$ cat src/rtl/fqs_pkg.sv
// shared types and constants of the flight id queue with search
package fqs_pkg;

  // fixed widths of the channel fields
  localparam int unsigned ID_PORT_W  = 16;
  localparam int unsigned POS_PORT_W = 4;
  localparam int unsigned CNT_PORT_W = 5;

  // request kinds
  typedef enum logic [1:0] {
    REQ_ENQ    = 2'd0,
    REQ_DEQ    = 2'd1,
    REQ_SEARCH = 2'd2,
    REQ_CLEAR  = 2'd3
  } fqs_req_t;

  // input request as it arrives on the port
  typedef struct packed {
    logic [1:0]           req_type;
    logic [ID_PORT_W-1:0] flight_id;
  } fqs_in_t;

  // result as it leaves on the port
  typedef struct packed {
    logic                  ok;
    logic [ID_PORT_W-1:0]  data_out;
    logic [POS_PORT_W-1:0] position;
    logic [ID_PORT_W-1:0]  front_id;
    logic [CNT_PORT_W-1:0] entry_count;
    logic                  is_empty;
  } fqs_out_t;

  // decoded command held in the command queue
  typedef struct packed {
    fqs_req_t             op;
    logic [ID_PORT_W-1:0] flight_id;
  } fqs_cmd_t;

  // handshake between command queue and execution engine
  typedef struct packed {
    logic     valid;
    fqs_cmd_t cmd;
  } fqs_cmdq_t;

  // execution engine states
  typedef enum logic [1:0] {
    ST_IDLE   = 2'd0,
    ST_DEQ_RD = 2'd1,
    ST_SCAN   = 2'd2
  } fqs_state_t;

endpackage

$ cat src/rtl/fifo_queue_with_search_top.sv
// top level of the flight id queue with search
//
// Requests (enqueue, dequeue, search, clear) arrive on in_valid/in_stall/in_data
// and each gives exactly one result on out_valid/out_stall/out_data, in order.
// A request is taken when valid is high and stall is low on a rising edge.
// Accepted requests wait in a two-entry command queue; the engine takes one
// per cycle when idle and its result register is free or being drained.
// Enqueue, clear, a failed request and a dequeue that empties the queue
// register their result when the engine takes the command; a dequeue that
// leaves entries first reads the new front entry from the ring ram in the
// DEQ_RD state. out_valid comes straight from the result register.
// A search reads one ring entry per cycle through the ram read port and
// compares it the next cycle, ending at the first hit or after the last
// entry. Back-to-back enqueues run at one per cycle while out_stall stays
// low; the single ram read port sets the search rate.
// Reset (rst_n low, synchronous) empties the queue: head, tail and count go
// to zero, no result is pending. Ring contents are not cleared.
// While out_stall is high the result holds and up to two further requests
// are buffered before in_stall rises.
module fifo_queue_with_search_top #(
  parameter int unsigned DEPTH    = 16,
  parameter int unsigned ID_WIDTH = 16
) (
  input  logic              clk,
  input  logic              rst_n,
  input  logic              in_valid,
  output logic              in_stall,
  input  fqs_pkg::fqs_in_t  in_data,
  output logic              out_valid,
  input  logic              out_stall,
  output fqs_pkg::fqs_out_t out_data
);
  import fqs_pkg::*;

  fqs_cmdq_t cmdq;
  logic      cmd_pop;

  // request intake and command queue
  fqs_front u_front (
    .clk      (clk),
    .rst_n    (rst_n),
    .in_valid (in_valid),
    .in_stall (in_stall),
    .in_data  (in_data),
    .q_out    (cmdq),
    .q_pop    (cmd_pop)
  );

  // execution engine
  fqs_back #(
    .DEPTH    (DEPTH),
    .ID_WIDTH (ID_WIDTH)
  ) u_back (
    .clk       (clk),
    .rst_n     (rst_n),
    .q_in      (cmdq),
    .q_pop     (cmd_pop),
    .out_valid (out_valid),
    .out_stall (out_stall),
    .out_data  (out_data)
  );

endmodule

$ cat src/rtl/fqs_ram.sv
// generic single write port ram with registered read
module fqs_ram #(
  parameter int unsigned WIDTH = 16,
  parameter int unsigned DEPTH = 16
) (
  input  logic                     clk,
  input  logic                     we,
  input  logic [$clog2(DEPTH)-1:0] waddr,
  input  logic [WIDTH-1:0]         wdata,
  input  logic [$clog2(DEPTH)-1:0] raddr,
  output logic [WIDTH-1:0]         rdata
);

  logic [WIDTH-1:0] mem_r [DEPTH];
  logic [WIDTH-1:0] rdata_r;

  // write port and registered read port
  always_ff @(posedge clk) begin
    if (we) begin
      mem_r[waddr] <= wdata;
    end
    rdata_r <= mem_r[raddr];
  end

  assign rdata = rdata_r;

endmodule

$ cat src/rtl/fqs_front.sv
// request intake: decodes requests into commands and buffers two of them
module fqs_front (
  input  logic              clk,
  input  logic              rst_n,
  input  logic              in_valid,
  output logic              in_stall,
  input  fqs_pkg::fqs_in_t  in_data,
  output fqs_pkg::fqs_cmdq_t q_out,
  input  logic              q_pop
);
  import fqs_pkg::*;

  fqs_cmd_t   slot_r [2];
  logic       wr_ptr_r, wr_ptr_nxt;
  logic       rd_ptr_r, rd_ptr_nxt;
  logic [1:0] cnt_r, cnt_nxt;
  logic       push;
  fqs_cmd_t   cmd_dec;

  // decode the request into a command
  always_comb begin
    cmd_dec.op        = fqs_req_t'(in_data.req_type);
    cmd_dec.flight_id = in_data.flight_id;
  end

  // queue bookkeeping
  assign in_stall = cnt_r[1];
  assign push     = in_valid & ~in_stall;

  always_comb begin
    wr_ptr_nxt = push  ? ~wr_ptr_r : wr_ptr_r;
    rd_ptr_nxt = q_pop ? ~rd_ptr_r : rd_ptr_r;
    cnt_nxt    = cnt_r + {1'b0, push} - {1'b0, q_pop};
  end

  always_ff @(posedge clk) begin
    if (!rst_n) begin
      wr_ptr_r <= 1'b0;
      rd_ptr_r <= 1'b0;
      cnt_r    <= 2'd0;
    end else begin
      wr_ptr_r <= wr_ptr_nxt;
      rd_ptr_r <= rd_ptr_nxt;
      cnt_r    <= cnt_nxt;
    end
  end

  // command slots
  always_ff @(posedge clk) begin
    if (push) begin
      slot_r[wr_ptr_r] <= cmd_dec;
    end
  end

  // head of queue toward the engine
  always_comb begin
    q_out.valid = (cnt_r != 2'd0);
    q_out.cmd   = slot_r[rd_ptr_r];
  end

endmodule

$ cat src/rtl/fqs_back.sv
// execution engine: ring buffer, pointers, search scan and result register
module fqs_back #(
  parameter int unsigned DEPTH    = 16,
  parameter int unsigned ID_WIDTH = 16
) (
  input  logic               clk,
  input  logic               rst_n,
  input  fqs_pkg::fqs_cmdq_t q_in,
  output logic               q_pop,
  output logic               out_valid,
  input  logic               out_stall,
  output fqs_pkg::fqs_out_t  out_data
);
  import fqs_pkg::*;

  localparam int unsigned PTR_W = $clog2(DEPTH);
  localparam int unsigned CNT_W = $clog2(DEPTH + 1);

  fqs_state_t          state_r, state_nxt;
  logic [PTR_W-1:0]    head_r, head_nxt;
  logic [PTR_W-1:0]    tail_r, tail_nxt;
  logic [CNT_W-1:0]    count_r, count_nxt;
  logic [ID_WIDTH-1:0] front_r, front_nxt;
  logic [ID_WIDTH-1:0] sid_r, sid_nxt;
  logic [PTR_W-1:0]    addr_r, addr_nxt;
  logic [CNT_W-1:0]    kiss_r, kiss_nxt;
  logic [CNT_W-1:0]    kcmp_r, kcmp_nxt;
  logic                rdv_r, rdv_nxt;
  logic                out_valid_r, out_valid_nxt;
  fqs_out_t            out_data_r;

  logic                take;
  logic [ID_WIDTH-1:0] cmd_id;
  logic                ram_we;
  logic [PTR_W-1:0]    ram_raddr;
  logic [ID_WIDTH-1:0] ram_rdata;
  logic                res_fire;
  logic                res_ok;
  logic                res_deq;
  logic [CNT_W-1:0]    res_pos;
  logic [ID_PORT_W-1:0] front_ext;
  logic [ID_PORT_W-1:0] data_ext;
  logic [31:0]         pos_wide;
  logic [31:0]         cnt_wide;
  logic                hit;
  logic                last_cmp;

  function automatic logic [PTR_W-1:0] ptr_inc(input logic [PTR_W-1:0] p);
    return (p == PTR_W'(DEPTH - 1)) ? '0 : p + 1'b1;
  endfunction

  // request id in stored width
  for (genvar g = 0; g < ID_WIDTH; g++) begin : g_cmd_id
    if (g < ID_PORT_W) begin : g_bit
      assign cmd_id[g] = q_in.cmd.flight_id[g];
    end else begin : g_zero
      assign cmd_id[g] = 1'b0;
    end
  end

  // stored ids widened to port width
  for (genvar g = 0; g < ID_PORT_W; g++) begin : g_ext
    if (g < ID_WIDTH) begin : g_bit
      assign front_ext[g] = front_nxt[g];
      assign data_ext[g]  = front_r[g];
    end else begin : g_zero
      assign front_ext[g] = 1'b0;
      assign data_ext[g]  = 1'b0;
    end
  end

  // take a command when idle and the result slot is or becomes free
  assign take  = (state_r == ST_IDLE) & q_in.valid & (~out_valid_r | ~out_stall);
  assign q_pop = take;

  // scan compare of the entry read last cycle
  assign hit      = rdv_r & (ram_rdata == sid_r);
  assign last_cmp = rdv_r & (kcmp_r == count_r - 1'b1);

  // next state
  always_comb begin
    state_nxt = state_r;
    case (state_r)
      ST_IDLE: begin
        if (take) begin
          if (q_in.cmd.op == REQ_DEQ && count_r > CNT_W'(1)) begin
            state_nxt = ST_DEQ_RD;
          end else if (q_in.cmd.op == REQ_SEARCH && count_r != '0) begin
            state_nxt = ST_SCAN;
          end
        end
      end
      ST_DEQ_RD: begin
        state_nxt = ST_IDLE;
      end
      ST_SCAN: begin
        if (hit || last_cmp) begin
          state_nxt = ST_IDLE;
        end
      end
      default: begin
        state_nxt = ST_IDLE;
      end
    endcase
  end

  // datapath and result generation
  always_comb begin
    head_nxt  = head_r;
    tail_nxt  = tail_r;
    count_nxt = count_r;
    front_nxt = front_r;
    sid_nxt   = sid_r;
    addr_nxt  = addr_r;
    kiss_nxt  = kiss_r;
    kcmp_nxt  = kcmp_r;
    rdv_nxt   = 1'b0;
    ram_we    = 1'b0;
    ram_raddr = addr_r;
    res_fire  = 1'b0;
    res_ok    = 1'b0;
    res_deq   = 1'b0;
    res_pos   = '0;
    case (state_r)
      ST_IDLE: begin
        if (take) begin
          case (q_in.cmd.op)
            REQ_ENQ: begin
              res_fire = 1'b1;
              if (count_r != CNT_W'(DEPTH)) begin
                ram_we    = 1'b1;
                tail_nxt  = ptr_inc(tail_r);
                count_nxt = count_r + 1'b1;
                res_ok    = 1'b1;
                if (count_r == '0) begin
                  front_nxt = cmd_id;
                end
              end
            end
            REQ_DEQ: begin
              ram_raddr = ptr_inc(head_r);
              if (count_r != '0) begin
                head_nxt  = ptr_inc(head_r);
                count_nxt = count_r - 1'b1;
              end
              // with entries left the new front is read first
              if (count_r <= CNT_W'(1)) begin
                res_fire = 1'b1;
                res_ok   = (count_r != '0);
                res_deq  = (count_r != '0);
              end
            end
            REQ_SEARCH: begin
              sid_nxt  = cmd_id;
              addr_nxt = head_r;
              kiss_nxt = '0;
              if (count_r == '0) begin
                res_fire = 1'b1;
              end
            end
            REQ_CLEAR: begin
              head_nxt  = '0;
              tail_nxt  = '0;
              count_nxt = '0;
              res_fire  = 1'b1;
              res_ok    = 1'b1;
            end
            default: begin
              res_fire = 1'b1;
            end
          endcase
        end
      end
      ST_DEQ_RD: begin
        front_nxt = ram_rdata;
        res_fire  = 1'b1;
        res_ok    = 1'b1;
        res_deq   = 1'b1;
      end
      ST_SCAN: begin
        // issue the next read while comparing the previous one
        if (kiss_r != count_r) begin
          addr_nxt = ptr_inc(addr_r);
          kiss_nxt = kiss_r + 1'b1;
          kcmp_nxt = kiss_r;
          rdv_nxt  = 1'b1;
        end
        if (hit) begin
          res_fire = 1'b1;
          res_ok   = 1'b1;
          res_pos  = kcmp_r;
        end else if (last_cmp) begin
          res_fire = 1'b1;
        end
      end
      default: begin
        res_fire = 1'b0;
      end
    endcase
  end

  // result register
  assign pos_wide      = 32'(res_pos);
  assign cnt_wide      = 32'(count_nxt);
  assign out_valid_nxt = res_fire | (out_valid_r & out_stall);

  always_ff @(posedge clk) begin
    if (res_fire) begin
      out_data_r.ok          <= res_ok;
      out_data_r.data_out    <= res_deq ? data_ext : '0;
      out_data_r.position    <= pos_wide[POS_PORT_W-1:0];
      out_data_r.front_id    <= (count_nxt == '0) ? '0 : front_ext;
      out_data_r.entry_count <= cnt_wide[CNT_PORT_W-1:0];
      out_data_r.is_empty    <= (count_nxt == '0);
    end
  end

  // control and pointer registers
  always_ff @(posedge clk) begin
    if (!rst_n) begin
      state_r     <= ST_IDLE;
      head_r      <= '0;
      tail_r      <= '0;
      count_r     <= '0;
      kiss_r      <= '0;
      kcmp_r      <= '0;
      addr_r      <= '0;
      rdv_r       <= 1'b0;
      out_valid_r <= 1'b0;
    end else begin
      state_r     <= state_nxt;
      head_r      <= head_nxt;
      tail_r      <= tail_nxt;
      count_r     <= count_nxt;
      kiss_r      <= kiss_nxt;
      kcmp_r      <= kcmp_nxt;
      addr_r      <= addr_nxt;
      rdv_r       <= rdv_nxt;
      out_valid_r <= out_valid_nxt;
    end
  end

  // payload registers
  always_ff @(posedge clk) begin
    front_r <= front_nxt;
    sid_r   <= sid_nxt;
  end

  // entry ring
  fqs_ram #(
    .WIDTH (ID_WIDTH),
    .DEPTH (DEPTH)
  ) u_ring (
    .clk   (clk),
    .we    (ram_we),
    .waddr (tail_r),
    .wdata (cmd_id),
    .raddr (ram_raddr),
    .rdata (ram_rdata)
  );

  assign out_valid = out_valid_r;
  assign out_data  = out_data_r;

endmodule

$ cat config.mk
export PLATFORM = sky130hd
export DESIGN_NAME = fifo_queue_with_search_top
export DESIGN_NICKNAME = d
export VERILOG_FILES = /design/src/rtl/fqs_pkg.sv /design/src/rtl/fifo_queue_with_search_top.sv /design/src/rtl/fqs_ram.sv /design/src/rtl/fqs_front.sv /design/src/rtl/fqs_back.sv
export SDC_FILE = /design/constraint.sdc
export NUM_CORES = 1
export LEC_CHECK = 0
export BUFFER_PORTS_ARGS = -buffer_cell sky130_fd_sc_hd__buf_2
export CORE_MARGIN = 4
export CORE_UTILIZATION = 55
export DETAILED_ROUTE_END_ITERATION = 8
export GPL_ROUTABILITY_DRIVEN = 0
export PLACE_DENSITY = 0.78
export SLEW_MARGIN = 30
export SYNTH_ARGS = -nofsm -noshare
export SYNTH_HDL_FRONTEND = slang
export SYNTH_HIERARCHICAL = 1
export SYNTH_SLANG_ARGS = --single-unit
export TNS_END_PERCENT = 5
$ cat constraint.sdc
create_clock -name clk -period 8.34 [get_ports clk]
set_input_delay 0.417 -clock clk [delete_from_list [all_inputs] [get_ports clk]]
set_output_delay 0.417 -clock clk [all_outputs]
set_load 0.005 [all_outputs]
==> reports/metrics.cfg <==
[status]
status=completed

[worst_hold_path]
hp-start=in_data[12]
hold_class=input port to flip-flop

[cts]
cts_sinks=419
cts_max_level=2
cts_tree=built
cts-resized-gates=0
clockRootBuffer=clkbuf_16
cts_buffers=41
postCtsSetupRepairBufs=0
path_clk_slew_ns=0.06
cts.path.max_buffers=3
hold_buffers=0
clock_latency_ns=0.53

[timing]
tightest_slew_ns=0.995
finClkSkew_ns=0.0164
period_minus_slack_ns=4.65
fmax_ghz=0.215
setup_tns_ns=0
setup-violations-final=0
relSlewSlack=0.334
final_hold_viol_count=0
setup_slack_ns=3.69
hold_ws_ns=0.0729
fin_crit_sh=0.557
rsz0062_at_grt=false
report.final.slew_viol_count=0

[cells_and_area]
fin_cells=1496
drive_above_1_share=0.245
diodes=0
multiInputGateArea_mm2=0.00461
layout.area.seq_mm2=0.0119
layout_commonest_cell=edfxtp_1
fin_util=0.634
layout_common_cells=edfxtp_1 (351), dfxtp_1 (68), buf_2 (66), mux4_2 (54), clkbuf_16 (43)
finalNetCount=1108
finalInstanceArea_mm2=0.0190
area.growth.synth_to_final_pct=12.9
fillers=1995

[placed_design]
dp.cells=1420
placed_cell_area_mm2=0.0177
dpl_worst_slack_ns=3.69
port_buffers=66
post-dp-hpwl_um=22800

[worst_setup_path]
cp_cell_sequence=mux2_2, inv_1, ha_1, nand2_1, mux2_4, buf_4, mux4_1, a22oi_1, nand2_1
crit_buf_inv=2
end_kind=flip-flop
crit_top_cell=nand2_1
cp_slowest_cell=dfxtp_1
max_stage_delay_ns=0.81
required_ns=8.74
path_class=flip-flop to flip-flop
critPathMaxFanout=44
critPathLaunchType=flip-flop
crit_family=multiplexers
cp_data_arrival_time_ns=5.05

[global_routing]
overflow=0
grt_pass1_vias=9314
grt_max_degree=65
grt_pass1_wl_um=56200
antenna_found_initial=0
track_usage=0.220

[synthesis]
muxShareOfSynthArea=0.112
synth.distinct_cells=68
seq_area_frac_synth=0.707
synthXorXnorAreaFrac=0.0156
synth-main-ff-cell=edfxtp_1
ys_ff_latch=419
synth_top_family_by_area=multiplexers
syn_area_mm2=0.0168
ys_warn_count=6
synth_edf_count=351
synthSimpleGateAreaFrac=0.0644
synth_async_sr_flop_share=0
syn_avg_cell_area_um2=17.1
syn_nets=1022
synth_compound_area_frac=0.0673
syn-instance-count=987
synth_fa_ha_area_frac=0.00966

[floorplanning]
design.die.area_mm2=0.0335
core-area_mm2=0.0300
die_h_um=183
rows=63
num_io_pins=67
start_util=0.562
die_width_um=183

[power]
power_frac_clock=0.307
combinationalPowerShare=0.205
power_switching_mw=1.60
seqPwrFrac=0.487
leakage_nw=6.40
peakVddDrop_mv=0.198
pwr_density_cell_mw_per_mm2=305
swShare=0.276
p_int_mw=4.20
total_power_mw=5.80

[drt]
dr_total_vias=9260
ant_nets=0
firstDrtPassIters=6
drc=0
finalWirelength_um=36300
vias_per_cell=6.19
wl_per_cell_um=24.3
drt_iter0_markers=1229

[flow_run]
maxCapViolations=0

state kept, by name, indices dropped and copies added (netlist names), 2 cells and up, named ones only:
| name | count |
|---|---|
| u_front/cnt_r | 2 |
| u_back/kiss_r | 5 |
| u_back/sid_r | 16 |
| u_back/state_r | 2 |
| u_back/u_ring/mem_r | 256 |
| u_back/count_r | 5 |
| u_front/slot_r | 36 |
| u_back/kcmp_r | 5 |
| u_back/addr_r | 4 |
| u_back/u_ring/rdata | 16 |
| u_back/head_r | 4 |
| u_back/tail_r | 4 |
| u_back/data_ext | 16 |
| u_back/out_data | 43 |
area by class of cell:
type / count / area share
clock inverters: 19 / 0.00678
well taps: 390 / 0.0257
inverters: 34 / 0.00672
flip-flops and latches: 419 / 0.626
multi-input cells: 486 / 0.242
clock buffers: 57 / 0.0631
repair buffers: 91 / 0.0289
final timing paths:
check / to / slack [ns] / cells after the start
max: u_back/u_ring/rdata[4] / 3.69 / 9
min: u_front/slot_r[1][12] / 0.07 / 1
max reg2reg: u_back/u_ring/rdata[4] / 3.69 / 9
min reg2reg: u_back/data_ext[0] / 0.48 / 2
power groups by stage:
| stage | clock network, mW | registers (mW) | logic (mW) |
|---|---|---|---|
| 2_1_floorplan | 0 | 2.82 | 0.823 |
| 3_3_place_gp | 0 | 2.87 | 1.13 |
| 3_5_place_dp | 0 | 2.87 | 1.19 |
| 4_1_cts | 1.82 | 2.83 | 1.20 |
| 5_1_grt | 1.91 | 2.85 | 1.30 |
| 6_report | 1.78 | 2.83 | 1.19 |
layer usage:
metal	wire (µm)	vias up	track usage	share of wire
met5	0	-	0	0
met4	890	0	0.0608	0.025
met3	3390	67	0.0466	0.093
met2	17300	489	0.354	0.48
met1	14700	4623	0.312	0.41
li1	-	4081	-	-
Yosys cell counts, types with 11 or more instances:
master / instances / area, µm²
o21ai_0: 15 / 75.1
a22oi_1: 36 / 270
and2_1: 29 / 181
nor2_1: 43 / 161
nand2_1: 38 / 143
a41oi_1: 15 / 131
dfxtp_1: 68 / 1360
edfxtp_1: 351 / 10500
inv_1: 34 / 128
mux2_2: 28 / 315
nand3_1: 13 / 65.1
a21oi_1: 14 / 70.1
clkbuf_1: 18 / 67.6
nor3_1: 11 / 55.1
mux4_2: 54 / 1220
buf_2: 12 / 60.1
ha_1: 13 / 163
xnor2_1: 21 / 184
nand2b_1: 11 / 68.8
logic make-up (layout without fill, tap and decap cells):
family	count (synthesis)	in the layout
AO/OA/AOI/OAI	140	140
XOR/XNOR	30	30
adder cells (fa/ha/maj)	13	13
buffers and inverters	82	201
flip-flops	419	419
multiplexers	101	101
AND/OR/NAND/NOR	202	202
Power figures use the tool's default switching activity.
